**src/hdl/resistive_sensor_bipolar_averager_assert.svh**
```systemverilog
// ----------------------------------------------------------------------------
// Assertion macros for the resistive sensor averager
// Shared helpers for concurrent checks, clocked on clk_i and idle in reset.
// ----------------------------------------------------------------------------
`ifndef RESISTIVE_SENSOR_BIPOLAR_AVERAGER_ASSERT_SVH
`define RESISTIVE_SENSOR_BIPOLAR_AVERAGER_ASSERT_SVH

// Same-cycle implication.
`define RSBA_ASSERT_IMP(lbl, ante, cons) \
  lbl: assert property (@(posedge clk_i) disable iff (!rst_ni) (ante) |-> (cons)) \
    else $error("rsba check failed in %m");

// Next-cycle implication.
`define RSBA_ASSERT_NXT(lbl, ante, cons) \
  lbl: assert property (@(posedge clk_i) disable iff (!rst_ni) (ante) |=> (cons)) \
    else $error("rsba check failed in %m");

`endif

```
**src/hdl/rsba_pkg.sv**
```systemverilog
// ----------------------------------------------------------------------------
// rsba_pkg
// Widths, constants and the sequencer state type of the sensor averager.
// ----------------------------------------------------------------------------
package rsba_pkg;

  localparam int RES_W  = 24;
  localparam int K_W    = 16;
  localparam int APB_DW = 32;
  localparam int APB_AW = 3;

  localparam logic [K_W-1:0]   K_RESET = 16'd4700;
  localparam logic [RES_W-1:0] RES_MAX = 24'h7F_FFFF;
  localparam logic [RES_W-1:0] RES_MIN = 24'h80_0000;

  // Register index as decoded from paddr[2].
  localparam logic REG_KNOWN_RES = 1'b0;

  typedef enum logic [5:0] {
    ST_IDLE = 6'b000001,
    ST_MUL  = 6'b000010,
    ST_DIV  = 6'b000100,
    ST_RES  = 6'b001000,
    ST_MEAN = 6'b010000,
    ST_OUT  = 6'b100000
  } state_e;

endpackage

```
**src/hdl/rsba_if.sv**
```systemverilog
// ----------------------------------------------------------------------------
// rsba_in_if / rsba_out_if
// Valid/ready channels of the sensor averager: sample pairs in, results out.
// ----------------------------------------------------------------------------
interface rsba_in_if #(
  parameter int SAMPLE_BITS = 10
);
  logic                   valid;
  logic                   ready;
  logic [SAMPLE_BITS-1:0] supply_sample;
  logic [SAMPLE_BITS-1:0] sensor_sample;

  modport source (output valid, output supply_sample, output sensor_sample, input ready);
  modport sink   (input valid, input supply_sample, input sensor_sample, output ready);
endinterface

interface rsba_out_if;
  logic                             valid;
  logic                             ready;
  logic signed [rsba_pkg::RES_W-1:0] resistance;
  logic                             zero_sensor;
  logic                             phase_done;
  logic signed [rsba_pkg::RES_W-1:0] phase_average;
  logic                             pair_done;
  logic signed [rsba_pkg::RES_W-1:0] resistance_bias;
  logic signed [rsba_pkg::RES_W-1:0] compensated_resistance;

  modport source (
    output valid, output resistance, output zero_sensor, output phase_done,
    output phase_average, output pair_done, output resistance_bias,
    output compensated_resistance, input ready
  );
  modport sink (
    input valid, input resistance, input zero_sensor, input phase_done,
    input phase_average, input pair_done, input resistance_bias,
    input compensated_resistance, output ready
  );
endinterface

```
**src/hdl/resistive_sensor_bipolar_averager.sv**
```systemverilog
// ----------------------------------------------------------------------------
// resistive_sensor_bipolar_averager
// Datapath: a bit-serial shift-add multiplier and a radix-2 restoring
//   divider (one quotient bit a cycle) share a DW-bit dividend register,
//   where DW = max(16 + SAMPLE_BITS, 25 + clog2(READS_PER_PHASE)) (28 at
//   defaults); an item that ends a phase runs the divider again for the mean.
// Flow: a new sample pair is taken only in idle, once the last item's result
//   is in the output register; a result the sink holds back stalls the
//   sequencer before that hand-over.
// Reset: async active low; clears sums, phase state, handshakes; known
//   resistor returns to 4700 ohms. No clearing pass.
// ----------------------------------------------------------------------------
// Per item: R = K * (supply - sensor) / sensor, truncated toward zero.
// The product is built MSB first into the divider's dividend register, then
// the same register shifts through the restoring divider. At the end of a
// phase the divider is reused to take the mean (sum / READS_PER_PHASE),
// after which bias and compensated values are formed on the second phase.
// ----------------------------------------------------------------------------
`include "resistive_sensor_bipolar_averager_assert.svh"

module resistive_sensor_bipolar_averager #(
  parameter int READS_PER_PHASE = 5,
  parameter int SAMPLE_BITS     = 10
) (
  input  logic                        clk_i,
  input  logic                        rst_ni,
  rsba_in_if.sink                     in_i,
  rsba_out_if.source                  out_o,
  input  logic                        psel,
  input  logic                        penable,
  input  logic                        pwrite,
  input  logic [rsba_pkg::APB_AW-1:0] paddr,
  input  logic [rsba_pkg::APB_DW-1:0] pwdata,
  output logic [rsba_pkg::APB_DW-1:0] prdata,
  output logic                        pready
);

  localparam int RES_W  = rsba_pkg::RES_W;
  localparam int K_W    = rsba_pkg::K_W;
  localparam int SB     = SAMPLE_BITS;
  localparam int RW     = $clog2(READS_PER_PHASE + 1);
  localparam int DVW    = (SB > RW) ? SB : RW;                   // divisor width
  localparam int SUM_W  = RES_W + 1 + $clog2(READS_PER_PHASE);   // phase sum width
  localparam int MUL_W  = K_W + SB;                              // product width
  localparam int DW     = (MUL_W > SUM_W) ? MUL_W : SUM_W;       // dividend width
  localparam int STEP_W = $clog2(DW);
  localparam int CNT_W  = (READS_PER_PHASE > 1) ? $clog2(READS_PER_PHASE) : 1;

  localparam logic [CNT_W-1:0] CNT_LAST = CNT_W'(READS_PER_PHASE - 1);

  // --------------------------------------------------------------------------
  // Registers
  // --------------------------------------------------------------------------
  rsba_pkg::state_e state_q, state_d;
  logic [STEP_W-1:0]       step_q, step_d;
  logic                    mean_q, mean_d;       // divider runs for the mean
  logic signed [SUM_W-1:0] phase_sum_q, phase_sum_d;
  logic [CNT_W-1:0]        item_cnt_q, item_cnt_d;
  logic [RES_W-1:0]        first_q, first_d;
  logic                    second_q, second_d;
  logic [K_W-1:0]          known_res_q;
  logic                    out_valid_q, out_valid_d;

  logic [SB-1:0]    mag_q, mag_d;        // multiplier operand, shifts left
  logic [DVW-1:0]   dsr_q, dsr_d;        // divisor
  logic [DVW-1:0]   rem_q, rem_d;        // partial remainder
  logic [DW-1:0]    dd_q, dd_d;          // product accumulator / dividend / quotient
  logic             neg_q, neg_d;        // sign of the current quotient
  logic             zero_q, zero_d;
  logic [RES_W-1:0] res_q, res_d;
  logic             pdone_q, pdone_d;
  logic [RES_W-1:0] avg_q, avg_d;
  logic             pair_q, pair_d;
  logic [RES_W-1:0] bias_q, bias_d;
  logic [RES_W-1:0] comp_q, comp_d;

  logic [RES_W-1:0] o_res_q, o_avg_q, o_bias_q, o_comp_q;
  logic             o_zero_q, o_pdone_q, o_pair_q;

  // --------------------------------------------------------------------------
  // Configuration port
  // --------------------------------------------------------------------------
  logic cfg_wr;

  assign pready = 1'b1;
  assign cfg_wr = psel && penable && pwrite && (paddr[2] == rsba_pkg::REG_KNOWN_RES);
  assign prdata = (paddr[2] == rsba_pkg::REG_KNOWN_RES)
                  ? rsba_pkg::APB_DW'(known_res_q) : '0;

  // --------------------------------------------------------------------------
  // Datapath helpers
  // --------------------------------------------------------------------------
  logic             in_acc;
  logic             out_free;
  logic             smp_neg;
  logic [SB-1:0]    smp_mag;
  logic [DVW:0]     trial;
  logic [DVW:0]     trial_sub;
  logic             q_bit;
  logic [RES_W-1:0] res_w;
  logic signed [SUM_W-1:0] sum_new;
  logic [SUM_W-1:0] sum_mag;
  logic [RES_W-1:0] avg_w;
  logic [RES_W:0]   bias_wide;
  logic [RES_W:0]   pair_sum;
  logic [RES_W:0]   pair_adj;
  logic [RES_W-1:0] bias_w;

  assign in_i.ready = (state_q == rsba_pkg::ST_IDLE);
  assign in_acc     = in_i.valid && in_i.ready;
  assign out_free   = !out_valid_q || out_o.ready;

  assign smp_neg = in_i.sensor_sample > in_i.supply_sample;
  assign smp_mag = smp_neg ? (in_i.sensor_sample - in_i.supply_sample)
                           : (in_i.supply_sample - in_i.sensor_sample);

  // One restoring step: bring down the dividend MSB, subtract if it fits.
  assign trial     = {rem_q, dd_q[DW-1]};
  assign trial_sub = trial - {1'b0, dsr_q};
  assign q_bit     = trial >= {1'b0, dsr_q};

  // Finished quotient to resistance: saturate on zero sensor or overflow.
  always_comb begin
    priority if (zero_q) begin
      res_w = rsba_pkg::RES_MAX;
    end else if (neg_q) begin
      res_w = -dd_q[RES_W-1:0];
    end else if (|dd_q[DW-1:RES_W-1]) begin
      res_w = rsba_pkg::RES_MAX;
    end else begin
      res_w = dd_q[RES_W-1:0];
    end
  end

  assign sum_new = phase_sum_q + {{(SUM_W-RES_W){res_w[RES_W-1]}}, res_w};
  assign sum_mag = sum_new[SUM_W-1] ? -sum_new : sum_new;

  assign avg_w     = neg_q ? -dd_q[RES_W-1:0] : dd_q[RES_W-1:0];
  assign bias_wide = {first_q[RES_W-1], first_q} - {avg_w[RES_W-1], avg_w};
  assign pair_sum  = {first_q[RES_W-1], first_q} + {avg_w[RES_W-1], avg_w};
  // Bias toward zero before halving so negative sums truncate correctly.
  assign pair_adj  = pair_sum + (RES_W+1)'(pair_sum[RES_W]);

  always_comb begin
    if (bias_wide[RES_W] != bias_wide[RES_W-1]) begin
      bias_w = bias_wide[RES_W] ? rsba_pkg::RES_MIN : rsba_pkg::RES_MAX;
    end else begin
      bias_w = bias_wide[RES_W-1:0];
    end
  end

  // --------------------------------------------------------------------------
  // Sequencer
  // --------------------------------------------------------------------------
  always_comb begin
    state_d     = state_q;
    step_d      = step_q;
    mean_d      = mean_q;
    phase_sum_d = phase_sum_q;
    item_cnt_d  = item_cnt_q;
    first_d     = first_q;
    second_d    = second_q;
    out_valid_d = out_valid_q;
    mag_d       = mag_q;
    dsr_d       = dsr_q;
    rem_d       = rem_q;
    dd_d        = dd_q;
    neg_d       = neg_q;
    zero_d      = zero_q;
    res_d       = res_q;
    pdone_d     = pdone_q;
    avg_d       = avg_q;
    pair_d      = pair_q;
    bias_d      = bias_q;
    comp_d      = comp_q;

    // Drop the result once the sink takes it.
    if (out_valid_q && out_o.ready) begin
      out_valid_d = 1'b0;
    end

    unique case (state_q)
      rsba_pkg::ST_IDLE: begin
        if (in_acc) begin
          mag_d   = smp_mag;
          dsr_d   = DVW'(in_i.sensor_sample);
          neg_d   = smp_neg;
          zero_d  = (in_i.sensor_sample == '0);
          dd_d    = '0;
          mean_d  = 1'b0;
          step_d  = STEP_W'(SB - 1);
          state_d = rsba_pkg::ST_MUL;
        end
      end
      rsba_pkg::ST_MUL: begin
        // Shift-add, one multiplier bit a cycle, MSB first.
        dd_d  = {dd_q[DW-2:0], 1'b0} + (mag_q[SB-1] ? DW'(known_res_q) : '0);
        mag_d = {mag_q[SB-2:0], 1'b0};
        if (step_q == '0) begin
          rem_d   = '0;
          step_d  = STEP_W'(DW - 1);
          state_d = rsba_pkg::ST_DIV;
        end else begin
          step_d = step_q - 1'b1;
        end
      end
      rsba_pkg::ST_DIV: begin
        rem_d = q_bit ? trial_sub[DVW-1:0] : trial[DVW-1:0];
        dd_d  = {dd_q[DW-2:0], q_bit};
        if (step_q == '0) begin
          state_d = mean_q ? rsba_pkg::ST_MEAN : rsba_pkg::ST_RES;
        end else begin
          step_d = step_q - 1'b1;
        end
      end
      rsba_pkg::ST_RES: begin
        res_d = res_w;
        if (item_cnt_q == CNT_LAST) begin
          // Phase ends: run the divider again on the phase sum.
          phase_sum_d = '0;
          item_cnt_d  = '0;
          neg_d       = sum_new[SUM_W-1];
          dd_d        = DW'(sum_mag);
          dsr_d       = DVW'(READS_PER_PHASE);
          rem_d       = '0;
          mean_d      = 1'b1;
          step_d      = STEP_W'(DW - 1);
          state_d     = rsba_pkg::ST_DIV;
        end else begin
          phase_sum_d = sum_new;
          item_cnt_d  = item_cnt_q + 1'b1;
          pdone_d     = 1'b0;
          avg_d       = '0;
          pair_d      = 1'b0;
          bias_d      = '0;
          comp_d      = '0;
          state_d     = rsba_pkg::ST_OUT;
        end
      end
      rsba_pkg::ST_MEAN: begin
        pdone_d = 1'b1;
        avg_d   = avg_w;
        if (second_q) begin
          pair_d   = 1'b1;
          bias_d   = bias_w;
          comp_d   = pair_adj[RES_W:1];
          second_d = 1'b0;
        end else begin
          pair_d   = 1'b0;
          bias_d   = '0;
          comp_d   = '0;
          first_d  = avg_w;
          second_d = 1'b1;
        end
        state_d = rsba_pkg::ST_OUT;
      end
      rsba_pkg::ST_OUT: begin
        // Hold until the output register is free.
        if (out_free) begin
          out_valid_d = 1'b1;
          state_d     = rsba_pkg::ST_IDLE;
        end
      end
      default: begin
        state_d = rsba_pkg::ST_IDLE;
      end
    endcase
  end

  always_ff @(posedge clk_i or negedge rst_ni) begin
    if (!rst_ni) begin
      state_q     <= rsba_pkg::ST_IDLE;
      step_q      <= '0;
      mean_q      <= 1'b0;
      phase_sum_q <= '0;
      item_cnt_q  <= '0;
      first_q     <= '0;
      second_q    <= 1'b0;
      known_res_q <= rsba_pkg::K_RESET;
      out_valid_q <= 1'b0;
    end else begin
      state_q     <= state_d;
      step_q      <= step_d;
      mean_q      <= mean_d;
      phase_sum_q <= phase_sum_d;
      item_cnt_q  <= item_cnt_d;
      first_q     <= first_d;
      second_q    <= second_d;
      out_valid_q <= out_valid_d;
      if (cfg_wr) begin
        known_res_q <= pwdata[K_W-1:0];
      end
    end
  end

  always_ff @(posedge clk_i) begin
    mag_q   <= mag_d;
    dsr_q   <= dsr_d;
    rem_q   <= rem_d;
    dd_q    <= dd_d;
    neg_q   <= neg_d;
    zero_q  <= zero_d;
    res_q   <= res_d;
    pdone_q <= pdone_d;
    avg_q   <= avg_d;
    pair_q  <= pair_d;
    bias_q  <= bias_d;
    comp_q  <= comp_d;
    if (state_q == rsba_pkg::ST_OUT && out_free) begin
      o_res_q   <= res_q;
      o_zero_q  <= zero_q;
      o_pdone_q <= pdone_q;
      o_avg_q   <= avg_q;
      o_pair_q  <= pair_q;
      o_bias_q  <= bias_q;
      o_comp_q  <= comp_q;
    end
  end

  // --------------------------------------------------------------------------
  // Output channel
  // --------------------------------------------------------------------------
  assign out_o.valid                  = out_valid_q;
  assign out_o.resistance             = o_res_q;
  assign out_o.zero_sensor            = o_zero_q;
  assign out_o.phase_done             = o_pdone_q;
  assign out_o.phase_average          = o_avg_q;
  assign out_o.pair_done              = o_pair_q;
  assign out_o.resistance_bias        = o_bias_q;
  assign out_o.compensated_resistance = o_comp_q;

  // --------------------------------------------------------------------------
  // Checks
  // --------------------------------------------------------------------------
  `RSBA_ASSERT_IMP(a_cnt_range, 1'b1, item_cnt_q <= CNT_LAST)
  `RSBA_ASSERT_NXT(a_acc_starts_mul, in_acc, state_q == rsba_pkg::ST_MUL)
  `RSBA_ASSERT_IMP(a_pair_in_phase, out_valid_q && o_pair_q, o_pdone_q)
  `RSBA_ASSERT_IMP(a_zero_sat, out_valid_q && o_zero_q, o_res_q == rsba_pkg::RES_MAX)

endmodule

```
**src/flat_wrapper.sv**
```systemverilog
// flat-port wrapper written by rule: the top's interface ports become plain ports
module resistive_sensor_bipolar_averager_flat 
#(
  parameter int READS_PER_PHASE = 5,
  parameter int SAMPLE_BITS     = 10
)
  (clk_i, rst_ni, psel, penable, pwrite, paddr, pwdata, prdata, pready, in_i_valid, in_i_supply_sample, in_i_sensor_sample, in_i_ready, out_o_valid, out_o_resistance, out_o_zero_sensor, out_o_phase_done, out_o_phase_average, out_o_pair_done, out_o_resistance_bias, out_o_compensated_resistance, out_o_ready);
  rsba_in_if #(.SAMPLE_BITS(SAMPLE_BITS)) in_i_i ();
  rsba_out_if out_o_i ();
  input  logic clk_i;
  input  logic rst_ni;
  input  logic psel;
  input  logic penable;
  input  logic pwrite;
  input  logic [rsba_pkg::APB_AW-1:0] paddr;
  input  logic [rsba_pkg::APB_DW-1:0] pwdata;
  output logic [rsba_pkg::APB_DW-1:0] prdata;
  output logic pready;
  input wire logic [$bits(in_i_i.valid)-1:0] in_i_valid;
  input wire logic [$bits(in_i_i.supply_sample)-1:0] in_i_supply_sample;
  input wire logic [$bits(in_i_i.sensor_sample)-1:0] in_i_sensor_sample;
  output wire logic [$bits(in_i_i.ready)-1:0] in_i_ready;
  output wire logic [$bits(out_o_i.valid)-1:0] out_o_valid;
  output wire logic [$bits(out_o_i.resistance)-1:0] out_o_resistance;
  output wire logic [$bits(out_o_i.zero_sensor)-1:0] out_o_zero_sensor;
  output wire logic [$bits(out_o_i.phase_done)-1:0] out_o_phase_done;
  output wire logic [$bits(out_o_i.phase_average)-1:0] out_o_phase_average;
  output wire logic [$bits(out_o_i.pair_done)-1:0] out_o_pair_done;
  output wire logic [$bits(out_o_i.resistance_bias)-1:0] out_o_resistance_bias;
  output wire logic [$bits(out_o_i.compensated_resistance)-1:0] out_o_compensated_resistance;
  input wire logic [$bits(out_o_i.ready)-1:0] out_o_ready;
  assign in_i_i.valid = in_i_valid;
  assign in_i_i.supply_sample = in_i_supply_sample;
  assign in_i_i.sensor_sample = in_i_sensor_sample;
  assign in_i_ready = in_i_i.ready;
  assign out_o_valid = out_o_i.valid;
  assign out_o_resistance = out_o_i.resistance;
  assign out_o_zero_sensor = out_o_i.zero_sensor;
  assign out_o_phase_done = out_o_i.phase_done;
  assign out_o_phase_average = out_o_i.phase_average;
  assign out_o_pair_done = out_o_i.pair_done;
  assign out_o_resistance_bias = out_o_i.resistance_bias;
  assign out_o_compensated_resistance = out_o_i.compensated_resistance;
  assign out_o_i.ready = out_o_ready;
  resistive_sensor_bipolar_averager #(.READS_PER_PHASE(READS_PER_PHASE), .SAMPLE_BITS(SAMPLE_BITS)) u_core (.clk_i(clk_i), .rst_ni(rst_ni), .in_i(in_i_i), .out_o(out_o_i), .psel(psel), .penable(penable), .pwrite(pwrite), .paddr(paddr), .pwdata(pwdata), .prdata(prdata), .pready(pready));
endmodule
```
**config.mk**
```make
export PLATFORM = sky130hd
export DESIGN_NAME = resistive_sensor_bipolar_averager_flat
export DESIGN_NICKNAME = d
export VERILOG_FILES = /design/src/hdl/rsba_pkg.sv /design/src/hdl/rsba_if.sv /design/src/hdl/resistive_sensor_bipolar_averager.sv /design/src/flat_wrapper.sv
export VERILOG_INCLUDE_DIRS = /design/src /design/src/hdl
export SDC_FILE = /design/constraint.sdc
export NUM_CORES = 1
export LEC_CHECK = 0
export BUFFER_PORTS_ARGS = -buffer_cell sky130_fd_sc_hd__buf_2
export CELL_PAD_IN_SITES_DETAIL_PLACEMENT = 1
export CELL_PAD_IN_SITES_GLOBAL_PLACEMENT = 2
export CORE_MARGIN = 5
export CORE_UTILIZATION = 42
export CTS_BUF_LIST = sky130_fd_sc_hd__clkbuf_16
export DETAILED_ROUTE_END_ITERATION = 10
export PLACE_DENSITY = 0.9
export SLEW_MARGIN = 25
export SYNTH_ARGS = -nofsm -noshare
export SYNTH_HDL_FRONTEND = slang
export SYNTH_SLANG_ARGS = --single-unit
```
**constraint.sdc**
```tcl
create_clock -name clk_i -period 13.3 [get_ports clk_i]
set_input_delay 1.995 -clock clk_i [delete_from_list [all_inputs] [get_ports clk_i]]
set_output_delay 1.995 -clock clk_i [all_outputs]
set_load 0.005 [all_outputs]
```
=== After elaboration in Yosys (flattened, before gate mapping) ===
Cells that the tools add are included.

* $add $sub $neg: 12
* $lt $le $gt $ge: 2
* Eq/ne operators: 15
* Mux-type cells: 56
* Bitwise operators: 2
* Reduce and logical (&&, ||, !) cells: 25

{| class="wikitable"
|+ Operators by type and width
! cell !! count
|-
| 24-bit 2-to-1 mux || 9
|-
| 24-bit case mux with 2 select lines || 3
|-
| 28-bit 2-to-1 mux || 4
|-
| 28-bit case mux with 4 select lines || 1
|-
| 10-bit 2-to-1 mux || 7
|-
| 28-bit adder || 2
|-
| 10-bit case mux with 2 select lines || 2
|-
| 6-bit case mux with 6 select lines || 1
|-
| 16-bit 2-to-1 mux || 2
|-
| 6-bit 2-to-1 mux || 5
|-
| 10-bit case mux with 3 select lines || 1
|-
| 10-bit subtractor || 3
|-
| 28-bit negation || 1
|-
| 24-bit by 24-bit adder with 25-bit output || 1
|-
| 25-bit by 1-bit adder with 25-bit output || 1
|-
| 5-bit 2-to-1 mux || 5
|-
| 24-bit by 24-bit subtractor with 25-bit output || 1
|-
| 24-bit negation || 1
|-
| 5-bit case mux with 4 select lines || 1
|-
| 11-bit by 10-bit greater-or-equal comparator with 1-bit output || 1
|-
| 10-bit greater-than comparator || 1
|-
| 10-bit zero test || 1
|-
| 1-bit 2-to-1 mux || 10
|-
| 3-bit AND reduction || 3
|-
| 25 further kinds || 45
|}

* Register bits: 342
* Input port bits: 62

=== Longest topological paths before layout ===
Gate-level depths: netlist of the first run.

* Word-level depth: 9
* Gate-level depth with buffers: 25

=== Worst setup path before layout of the first run ===
No wires, ideal clock.

* Path type: input to register
* Start point: input port out_o_ready
* End point: register u_core.o_comp_q[0] (netlist: u_core.out_o.compensated_resistance[0]), enable pin
* Data arrival time: 6519 ps
* Data required time: 12732 ps
* Path slack: 6213 ps
* Cell stages on the path: 2
* Path buffers: 0
* Path through: nand2b_1 > nor2b_1

* Longest elaborated chain between the ends: 2

{| class="wikitable"
|+ RTL lines
! element !! line !! source
|-
| start: declaration || flat_wrapper.sv:31 || <nowiki>input wire logic [$bits(out_o_i.ready)-1:0] out_o_ready;</nowiki>
|-
| 1-bit logical OR || resistive_sensor_bipolar_averager.sv:111 || <nowiki>assign out_free = !out_valid_q || out_o.ready;</nowiki>
|-
| 1-bit logical AND || resistive_sensor_bipolar_averager.sv:309 || <nowiki>if (state_q == rsba_pkg::ST_OUT && out_free) begin</nowiki>
|-
| end signal: assignment || resistive_sensor_bipolar_averager.sv:316 || <nowiki>o_comp_q <= comp_q;</nowiki>
|-
| end: declaration || resistive_sensor_bipolar_averager.sv:77 || <nowiki>logic [RES_W-1:0] o_res_q, o_avg_q, o_bias_q, o_comp_q;</nowiki>
|}

No other way between the ends.
A chain may end at the register's enable or synchronous reset.

=== Final worst setup path of the first run ===
* Start point: register u_core.dd_q[0]
* End point: register u_core.comp_q[23] (data pin)

* Longest elaborated chain between the ends: 6

{| class="wikitable"
|+ RTL lines
! element !! line !! source
|-
| start: declaration || resistive_sensor_bipolar_averager.sv:67 || <nowiki>logic [DW-1:0] dd_q, dd_d;</nowiki>
|-
| start signal: assignment || resistive_sensor_bipolar_averager.sv:300 || <nowiki>dd_q <= dd_d;</nowiki>
|-
| 24-bit negation || resistive_sensor_bipolar_averager.sv:138 || <nowiki>assign avg_w = neg_q ? -dd_q[RES_W-1:0] : dd_q[RES_W-1:0];</nowiki>
|-
| 24-bit 2-to-1 mux (*) || resistive_sensor_bipolar_averager.sv:138 ||
|-
| 24-bit by 24-bit adder with 25-bit output (*) || resistive_sensor_bipolar_averager.sv:140 || <nowiki>assign pair_sum = {first_q[RES_W-1], first_q} + {avg_w[RES_W-1], avg_w};</nowiki>
|-
| 25-bit by 1-bit adder with 25-bit output (*) || resistive_sensor_bipolar_averager.sv:142 || <nowiki>assign pair_adj = pair_sum + (RES_W+1)'(pair_sum[RES_W]);</nowiki>
|-
| 24-bit 2-to-1 mux (*) || resistive_sensor_bipolar_averager.sv:243 || <nowiki>if (second_q) begin</nowiki>
|-
| 24-bit case mux with 2 select lines (*) || resistive_sensor_bipolar_averager.sv:182 || <nowiki>unique case (state_q)</nowiki>
|-
| end signal: assignment || resistive_sensor_bipolar_averager.sv:308 || <nowiki>comp_q <= comp_d;</nowiki>
|-
| end: declaration || resistive_sensor_bipolar_averager.sv:75 || <nowiki>logic [RES_W-1:0] comp_q, comp_d;</nowiki>
|}

Mark *: on every way between the ends. The rest lies on a longest branch, timed or not.

==> results of run 1 <==
critical path, delay by kind of cell (launching register included):
family | cells | cell delay, ns
xor+xnor | 1 | 0.50
flops | 1 | 0.59
fa+ha+maj | 2 | 0.71
simple gates | 12 | 3.77
compound gates | 5 | 1.24
buf+inv | 2 | 0.33
sequential cells by signal, summed over array words and instances (netlist names), 16 cells and up:
register and cells:
u_core.dd_q 28, u_core.phase_sum_q 28, u_core.avg_q 24, u_core.bias_q 24, u_core.comp_q 24, u_core.first_q 24, u_core.out_o.compensated_resistance 24, u_core.out_o.phase_average 24
u_core.out_o.resistance 24, u_core.out_o.resistance_bias 24, u_core.res_q 24, u_core.known_res_q 16
metal layers:
metal	wire length, um	track usage, %	vias to the layer above
met5	0	0	-
met4	2060	7.74	0
met3	1920	2.54	107
met2	30600	39.2	273
met1	25100	26.7	8096
li1	-	-	7737
worst min-delay path by stage:
| stage | from | endpoint | depth (start not counted) |
|---|---|---|---|
| after detailed placement | u_core.pair_q | u_core.out_o.pair_done | 0 |
| after CTS | u_core.res_q[22] | u_core.out_o.resistance[22] | 0 |
| after global placement | u_core.comp_q[20] | u_core.out_o.compensated_resistance[20] | 0 |
| after floorplan | u_core.comp_q[0] | u_core.out_o.compensated_resistance[0] | 0 |
| after global routing | u_core.res_q[22] | u_core.out_o.resistance[22] | 0 |
| final | u_core.res_q[22] | u_core.out_o.resistance[22] | 0 |
report_power, final:
group	internal, mW	switching [mW]
clock network	0.616	0.441
logic	1.10	2.02
registers	1.33	0.142
total	3.05	2.60
stage by stage:
stage,std cells,total power [mW]
global route,2877,6.06
detailed placement,2807,4.58
global placement,2807,4.48
CTS,2875,5.67
finish,2877,5.65
floorplan,2055,3.68
area by class of cell:
type,count,share of cell area [%]
Sequential cell,342,42.0
Inverter,117,1.87
Tap cell,664,3.54
Clock inverter,27,0.923
Timing Repair Buffer,191,4.50
Multi-Input combinational cell,1495,42.8
Clock buffer,41,4.38
cell usage after synthesis, types with 45 or more instances:
cell type | number | area (sq um)
a21oi_1 | 149 | 746
clkbuf_1 | 77 | 289
dfrtp_1 | 78 | 1950
edfxtp_1 | 257 | 7720
ha_1 | 125 | 1560
inv_1 | 116 | 435
nand2_1 | 138 | 518
nand3_1 | 45 | 225
nor2_1 | 164 | 616
nor3_1 | 47 | 235
o21ai_0 | 119 | 596
xnor2_1 | 84 | 736
xor2_1 | 56 | 490
cells by family (layout without fill, tap and decap cells):
group / Yosys count / after routing / share of synthesized area (%)
multiplexers: 31 / 31 / 1.61
XOR/XNOR: 140 / 140 / 5.94
flip-flops: 342 / 342 / 47.7
buffers and inverters: 218 / 376 / 4.32
adder cells (fa/ha/maj): 132 / 132 / 8.25
AND/OR/NAND/NOR: 631 / 631 / 15.4
other: 2 / 17 / 0.0364
AO/OA/AOI/OAI: 544 / 544 / 16.8
==> metrics.md, run 1 <==
| Metric | Value |
|---|---|
| Slack of the worst reg-to-reg path | `5.88 ns` |
| Critical Path End Type | `flip-flop` |
| Synth Register Bits | `342` |
| Sequential area share after synthesis | `47.7%` |
| Clk_lat worst skew | `0.57 ns` |
| WL final | `59,600 um` |
| Remaining design rule violation count | `0` |
| Die area | `53,700 sq um` |
| Max-capacitance violation count | `0` |
| CTS resizes | `0` |
| CTS HTree Levels | `2` |
| Starting Density | `42.3%` |
| Top FF cell, synth | `edfxtp_1` |
| RSZ-0062 raised after global routing | `no` |
| Worst setup SP type | `flip-flop` |
| Most common cell after layout, fill and taps aside | `edfxtp_1` |
| Reg-to-reg critical path endpoint | `u_core.comp_q[23]` |
| Clock sink count | `342` |
| Setup CP Type | `flip-flop to flip-flop` |
| Req. time, crit path | `13.60 ns` |
| Dpl ws | `5.89 ns` |
| WP data arrival | `7.72 ns` |
| ANT nets after route | `0` |
| Final setup viols | `0` |
| Slew at the pin with the worst max-slew slack | `1.02 ns` |
| Tot GR Track Use | `21.7%` |
| Max clock buf depth | `3` |
| Setup WS post-layout | `5.88 ns` |
| Final hold vios | `0` |
| Placement Cell Area | `22,200 sq um` |
| Critical-path cell list | `or4_1 > or4_4 > or4_1 > nand2_1 > xor2_1 > ha_1 > inv_1 > a211oi_1 > o2111ai_1 > o2bb2ai_1 > nor2_1 > o2bb2ai_1 > buf_4 > nor2b_1 > ha_1 > nand2_1 > or3_1 > a21oi_1 > nand2_1 > nor4_1 > and4_1 > nor3_1` |
| Vias in the first global route | `17,327` |
| Worst hold slack | `0.409 ns` |
| Most frequent cells in the layout | `edfxtp_1, nor2_1, buf_2, a21oi_1, nand2_1` |
| Slew Limit Fails | `0` |
| Worst slew margin | `31.7%` |
| Min cycle time layout | `7.42 ns` |
| Synth Instances | `2,040` |
| Fin util | `48.0%` |
| Synthesized cell area | `20,700 sq um` |
| Core box area | `48,800 sq um` |
| Grt ovf | `0` |
| Largest stage delay, worst path | `0.63 ns` |
| FMAX | `0.135 GHz` |
| Worst R2R Path Depth | `22` |
| Register area | `9850 sq um` |
| Setup crit end | `u_core.comp_q[23]` |
| Synth unique cells | `88` |
| TritonCTS Buffers | `38` |
| Pwr dens | `241 nW/um^2` |
| Worst hold path class | `flip-flop to flip-flop` |
| Die H | `232 um` |
| Leakage | `9.85 nW` |
| Worst Setup SP | `u_core.dd_q[0]` |
| Count of input and output buffers | `160` |
| Post-CTS setup repair buffer count | `0` |
| Gpl congestion | `0.882` |
| Slowest CP cell | `or4_1` |
| Post-CTS Hold Buffers | `0` |
| Drt via density | `5.64` |
| Setup TNS | `0 ns` |
| VDD IR max | `0.120 mV` |
| Multi-input logic area | `10,000 sq um` |
| Clk root buf | `clkbuf_16` |
| Final Cell Area | `23,400 sq um` |
| Reg clk slew, reported paths | `0.06 ns` |
| Die extent in x | `232 um` |
| Detailed-route wire length per cell | `20.7 um` |
| Initial antenna violation count | `0` |
| Outcome | `finished clean` |
| Diodes inserted | `0` |
| Number of cell rows | `81` |
| I/O pin count | `196` |
| Clock skew | `0.0212 ns` |
| Synth-to-layout area growth | `13.5%` |
| Crit-path max FO | `15` |
| Yosys synthesis warning count | `0` |
| Tcrit/Tclk final | `55.8%` |
| Largest net degree at the start of global routing | `75` |
| DRT iter0 DRCs | `749` |
| CTS tree | `built` |
| Drt first pass iters | `5` |
| Global-route wire length before repair | `94,200 um` |
| Most common cell on crit path | `nand2_1` |
| Detailed placement HPWL | `44,800 um` |
| Layout cells sized above 1 | `13.8%` |
| Via Count | `16,213` |
| FF-to-FF Start | `u_core.dd_q[0]` |
| Avg Cell Area, Syn | `10.1 sq um` |
| Nets | `2,379` |
| Post-synth EDFFs | `257` |
| Fillers | `5,457` |
| Fraction of registers with async set/reset | `24.9%` |
Note: power is estimated with default switching activity, not from simulation.
==> run 2: changes to the inputs <==
- CORE_UTILIZATION: 42 -> 35
- PLACE_DENSITY: 0.9 -> 0.8
- clock period: 13.3 -> 6.1 ns (I/O delays scaled with it)
==> run 2 against run 1 <==
Compared with the run above: worst hold slack worse by 0.20 ns; highest routed layer is now met5; via count is 2.0% higher; critical path type unchanged; final cell count is 8.1% higher; combinational power is 150% higher; clock-buffer cell count is 1 lower; sequential power is 110% higher; clock skew hardly changed; utilization is 6.1 points lower; non-clock buffer count is 117 higher; global-route usage is 2.8 points lower; cell area is 4.9% higher; worst setup slack worse by 5.6 ns.
==> metrics.md, run 2 (synthesis gave the netlist of run 1 again) <==
| Metric | Value |
|---|---|
| Outcome | `finished clean` |
| Reg clk slew, reported paths | `0.06 ns` |
| Clock skew | `0.0213 ns` |
| Top flop regs | `u_core.dd_q (28), u_core.phase_sum_q (28)` |
| Die H | `253 um` |
| Core box area | `58,800 sq um` |
| Slowest CP cell | `or4_4` |
| Setup TNS | `0 ns` |
| Reg power frac | `23.9%` |
| Synth-to-layout area growth | `19.1%` |
| Worst setup SP type | `flip-flop` |
| ANT nets after route | `0` |
| Worst hold slack | `0.212 ns` |
| TritonCTS Buffers | `40` |
| Fillers | `6,662` |
| Tcrit/Tclk final | `96.0%` |
| Clock share of power | `17.1%` |
| Initial antenna violation count | `1` |
| Critical Path End Type | `flip-flop` |
| Clk_lat worst skew | `0.58 ns` |
| Largest stage delay, worst path | `0.55 ns` |
| Count of input and output buffers | `160` |
| Max-capacitance violation count | `0` |
| Nets | `2,498` |
| GR Util met3 | `2.71%` |
| Final setup viols | `0` |
| Global-route wire length before repair | `97,300 um` |
| Slew at the pin with the worst max-slew slack | `1.02 ns` |
| Final Cell Area | `24,600 sq um` |
| Most common cell after layout, fill and taps aside | `edfxtp_1` |
| Min cycle time layout | `5.86 ns` |
| FMAX | `0.171 GHz` |
| Sw Share | `45.2%` |
| Worst slew margin | `31.1%` |
| Die extent in x | `253 um` |
| Worst hold path class | `primary input to async pin` |
| Layout cells sized above 1 | `19.2%` |
| CTS HTree Levels | `2` |
| Vias in the first global route | `17,587` |
| FF-to-FF Start | `u_core.dd_q[0]` |
| Largest net degree at the start of global routing | `75` |
| I/O pin count | `196` |
| Most common cell on crit path | `buf_4` |
| Placement Cell Area | `23,200 sq um` |
| Diodes inserted | `0` |
| WP data arrival | `6.18 ns` |
| Final hold vios | `0` |
| Number of cell rows | `89` |
| CTS tree | `built` |
| Leakage | `10.4 nW` |
| Pwr dens | `536 nW/um^2` |
| Die area | `64,000 sq um` |
| WL final | `61,800 um` |
| Reg-to-reg critical path endpoint | `u_core.comp_q[11]` |
| VDD IR max | `0.256 mV` |
| Grt ovf | `0` |
| DRT iter0 DRCs | `787` |
| Worst R2R Path Depth | `24` |
| Dpl ws | `-0.0593 ns` |
| GR Layer Usage met1 | `22.8%` |
| Crit-path max FO | `7` |
| Detailed placement HPWL | `47,100 um` |
| Detailed-route wire length per cell | `19.9 um` |
| Clk root buf | `clkbuf_16` |
| Met2 usage | `34.6%` |
| Most frequent cells in the layout | `edfxtp_1, nor2_1, buf_2, a21oi_1, buf_4` |
| Setup CP Type | `flip-flop to flip-flop` |
| Via Count | `16,535` |
| Int Pwr | `7.22 mW` |
| Setup WS post-layout | `0.242 ns` |
| Max clock buf depth | `3` |
| Net load switching power | `5.96 mW` |
| Drt via density | `5.32` |
| Tot GR Track Use | `18.8%` |
| Starting Density | `35.1%` |
| Req. time, crit path | `6.43 ns` |
| Drt first pass iters | `5` |
| Most Used Layer, Global Route | `met2` |
| Slack of the worst reg-to-reg path | `0.24 ns` |
| Clock sink count | `342` |
| Critical-path cell list | `or4_4 > or4_4 > or4_1 > buf_4 > o31ai_1 > xor2_1 > inv_1 > ha_1 > inv_1 > a2111oi_1 > o31ai_1 > o2bb2ai_1 > buf_4 > nor2b_1 > ha_1 > nand2_1 > or3_1 > a21oi_2 > nand2_2 > buf_6 > buf_4 > nor2_1 > xor2_1 > nor2_1` |
| Remaining design rule violation count | `0` |
| Slew Limit Fails | `0` |
| Comb power frac | `59.0%` |
| Gpl congestion | `0.867` |
## run 2: cell types whose count changed in the layout (fill, tap and decap cells not counted), moves of 3 or more
cell      before  now
a21oi_1      148  144
a21oi_2        3    6
buf_4         30  144
nor4_1        24   21
o21ai_1       24   27
clkinv_1       6   10
o21ai_0      119  114
nor4_2         0    3
## run 2: metal layers
metal,routed length [um],part of all wire [%]
met5,7,0.011
met3,2240,3.6
met4,1860,3.0
met2,31800,51
met1,25900,42
## run 2: repair_timing
item / 4_1_cts / 5_1_grt
gates resized for setup: 3 / 29
buffers inserted: 0 / 2
hold buffers: 0 / 0
setup endpoints to repair: 2 / 13
pin swaps: 0 / 6
## run 2: worst max path at each step
stage	start	end	slack, ns
floorplan	out_o_ready	u_core.out_o.compensated_resistance[0]	0.09
global placement	u_core.dd_q[1]	u_core.comp_q[19]	0.08
detailed placement	u_core.dd_q[0]	u_core.comp_q[17]	-0.06
CTS	u_core.dd_q[1]	u_core.comp_q[19]	0.03
global route	u_core.dd_q[0]	u_core.comp_q[11]	-0.02
finish	u_core.dd_q[0]	u_core.comp_q[11]	0.24
## run 2: worst max-delay path, delay by kind of cell, from the launching register on
kind,cells,cell delay (ns)
buffers and inverters,6,0.83
DFF,1,0.43
AOI/OAI and AO/OA,5,1.11
and+or+nand+nor,9,2.31
xor gates and xnor gates,2,0.43
adders and majority gates,2,0.48
## run 2: cell type report
type | instances | area (sq um) | area share [%]
inverter | 117 | 439 | 1.78
timing repair buffer | 308 | 1950 | 7.94
multi-input combinational | 1495 | 10200 | 41.3
tap | 773 | 967 | 3.93
clock buffer | 40 | 1000 | 4.07
clock inverter | 34 | 218 | 0.885
sequential | 342 | 9850 | 40.0
## run 2: power by group through the flow
stage	Clock, mW	Combinational [mW]	Sequential (mW)
6_report	2.25	7.78	3.15
3_5_place_dp	0	7.63	3.19
2_1_floorplan	0	4.90	3.13
5_1_grt	2.43	8.54	3.19
3_3_place_gp	0	7.42	3.17
4_1_cts	2.31	7.69	3.15
## run 2: through the flow
stage	util (%)	std cells	power [mW]
after CTS	41.6	3106	13.1
after global routing	41.9	3109	14.2
after detailed placement	39.5	3032	10.8
after global placement	39.5	3032	10.6
final	41.9	3109	13.2
after floorplan	-	2055	8.02
==> run 3: changes to the inputs <==
- CORE_MARGIN: 5 -> 2
- SKIP_CTS_REPAIR_TIMING: unset -> 1
==> run 3 against run 2 <==
Compared with the run above: cell area increased by 1.2%; power up 3.0%; critical endpoint is now u_core.comp_q[17]; utilization is 0.59 points higher; via count rose by 0.16%; clock-buffer cell count grew 1; flip-flop and latch count stayed put; highest routed layer is now met4; clock skew rose by 0.0046 ns; critical path type unchanged.
==> metrics.md, run 3 (synthesis gave the netlist of run 1 again) <==
| Metric | Value |
|---|---|
| DRT iter0 DRCs | `826` |
| Setup CP Type | `flip-flop to flip-flop` |
| Die extent in x | `247 um` |
| Most frequent cells in the layout | `edfxtp_1, nor2_1, buf_2, buf_4, a21oi_1` |
| Worst setup SP type | `flip-flop` |
| Detailed-route wire length per cell | `19.8 um` |
| Critical Path End Type | `flip-flop` |
| Tot GR Track Use | `19.9%` |
| I/O pin count | `196` |
| Dpl ws | `-0.241 ns` |
| Pwr dens | `545 nW/um^2` |
| Worst slew margin | `25.2%` |
| Count of input and output buffers | `160` |
| Largest stage delay, worst path | `0.57 ns` |
| Most common cell after layout, fill and taps aside | `edfxtp_1` |
| Die area | `61,000 sq um` |
| Worst hold path class | `primary input to async pin` |
| Clk_lat worst skew | `0.57 ns` |
| Final hold vios | `0` |
| Detailed placement HPWL | `47,300 um` |
| FMAX | `0.170 GHz` |
| Fillers | `6,547` |
| Slowest CP cell | `or4_4` |
| VDD IR max | `0.235 mV` |
| Largest net degree at the start of global routing | `68` |
| Leakage | `10.5 nW` |
| Diodes inserted | `0` |
| Crit-path max FO | `5` |
| Gpl congestion | `0.852` |
| WL final | `61,500 um` |
| Nets | `2,501` |
| Tcrit/Tclk final | `96.4%` |
| WP data arrival | `6.20 ns` |
| Number of cell rows | `89` |
| Drt via density | `5.33` |
| Slew at the pin with the worst max-slew slack | `1.09 ns` |
| Top flop regs | `u_core.dd_q (28), u_core.phase_sum_q (28)` |
| Multi-input logic area | `10,300 sq um` |
| Setup TNS | `0 ns` |
| TritonCTS Buffers | `40` |
| CP Buf/Inv Count | `5` |
| Die H | `247 um` |
| Synth-to-layout area growth | `20.6%` |
| Reg clk slew, reported paths | `0.06 ns` |
| Slew Limit Fails | `0` |
| Clk root buf | `clkbuf_16` |
| Vias in the first global route | `17,389` |
| Drt first pass iters | `7` |
| Dominant delay contributor by cell family on the critical path | `simple AND/OR/NAND/NOR gates` |
| Max-capacitance violation count | `0` |
| CTS tree | `built` |
| Remaining design rule violation count | `0` |
| Final setup viols | `0` |
| Register area | `9850 sq um` |
| Layout cells sized above 1 | `20.3%` |
| Clock skew | `0.0259 ns` |
| Clock sink count | `342` |
| Most common cell on crit path | `buf_4` |
| Max clock buf depth | `3` |
| Setup WS post-layout | `0.221 ns` |
| Initial antenna violation count | `0` |
| Via Count | `16,561` |
| Starting Density | `35.2%` |
| Global-route wire length before repair | `95,400 um` |
| Req. time, crit path | `6.42 ns` |
| Core box area | `58,700 sq um` |
| CTS HTree Levels | `2` |
| Crit path depth | `25` |
| Worst R2R Path Depth | `25` |
| ANT nets after route | `0` |
| Outcome | `finished clean` |
| Min cycle time layout | `5.88 ns` |
| Grt ovf | `0` |
==> run 3: final cells by class <==
class	count	area share, %
inverter	117	1.76
tap	773	3.88
clock inverter	31	1.49
sequential	342	39.6
clock buffer	41	4.12
timing repair buffer	311	7.84
multi-input combinational	1495	41.3
==> run 3: where the power goes <==
part / switching (mW) / total [mW] / internal [mW]
logic: 4.75 / 7.85 / 3.10
registers: 0.276 / 3.18 / 2.91
clock network: 0.986 / 2.55 / 1.56
total: 6.01 / 13.6 / 7.57
==> run 3: path summary, 6_finish.rpt <==
kind | from | end | slack [ns]
worst max-delay path | u_core.dd_q[0] | u_core.comp_q[17] | 0.22
worst max register to register | u_core.dd_q[0] | u_core.comp_q[17] | 0.22
max in group asynchronous | rst_ni | u_core.phase_sum_q[22] | 4.62
worst min register to register | u_core.res_q[20] | u_core.out_o.resistance[20] | 0.40
min in group clk_i | u_core.res_q[20] | u_core.out_o.resistance[20] | 0.40
worst min-delay path | rst_ni | u_core.known_res_q[14] | 0.36
==> run 3: per-stage QoR <==
step / std cells / cell area (sq um) / utilization, % / hold slack, ns / total power [mW]
after floorplan: 2055 / 20700 / - / 0.400 / 8.02
after global placement: 3028 / 23200 / 39.5 / 0.403 / 10.5
after detailed placement: 3028 / 23200 / 39.5 / 0.405 / 10.8
after CTS: 3100 / 24600 / 41.9 / 0.360 / 13.4
after global routing: 3110 / 24900 / 42.4 / 0.390 / 14.6
final: 3110 / 24900 / 42.4 / 0.358 / 13.6
==> run 3: routing by layer <==
layer / wire (um) / global-route usage [%] / up-vias
met3: 1820 / 2.45 / 93
met5: 0 / 0 / -
met2: 32000 / 36.8 / 276
met1: 26000 / 24.1 / 8215
met4: 1760 / 5.83 / 0
li1: - / - / 7977
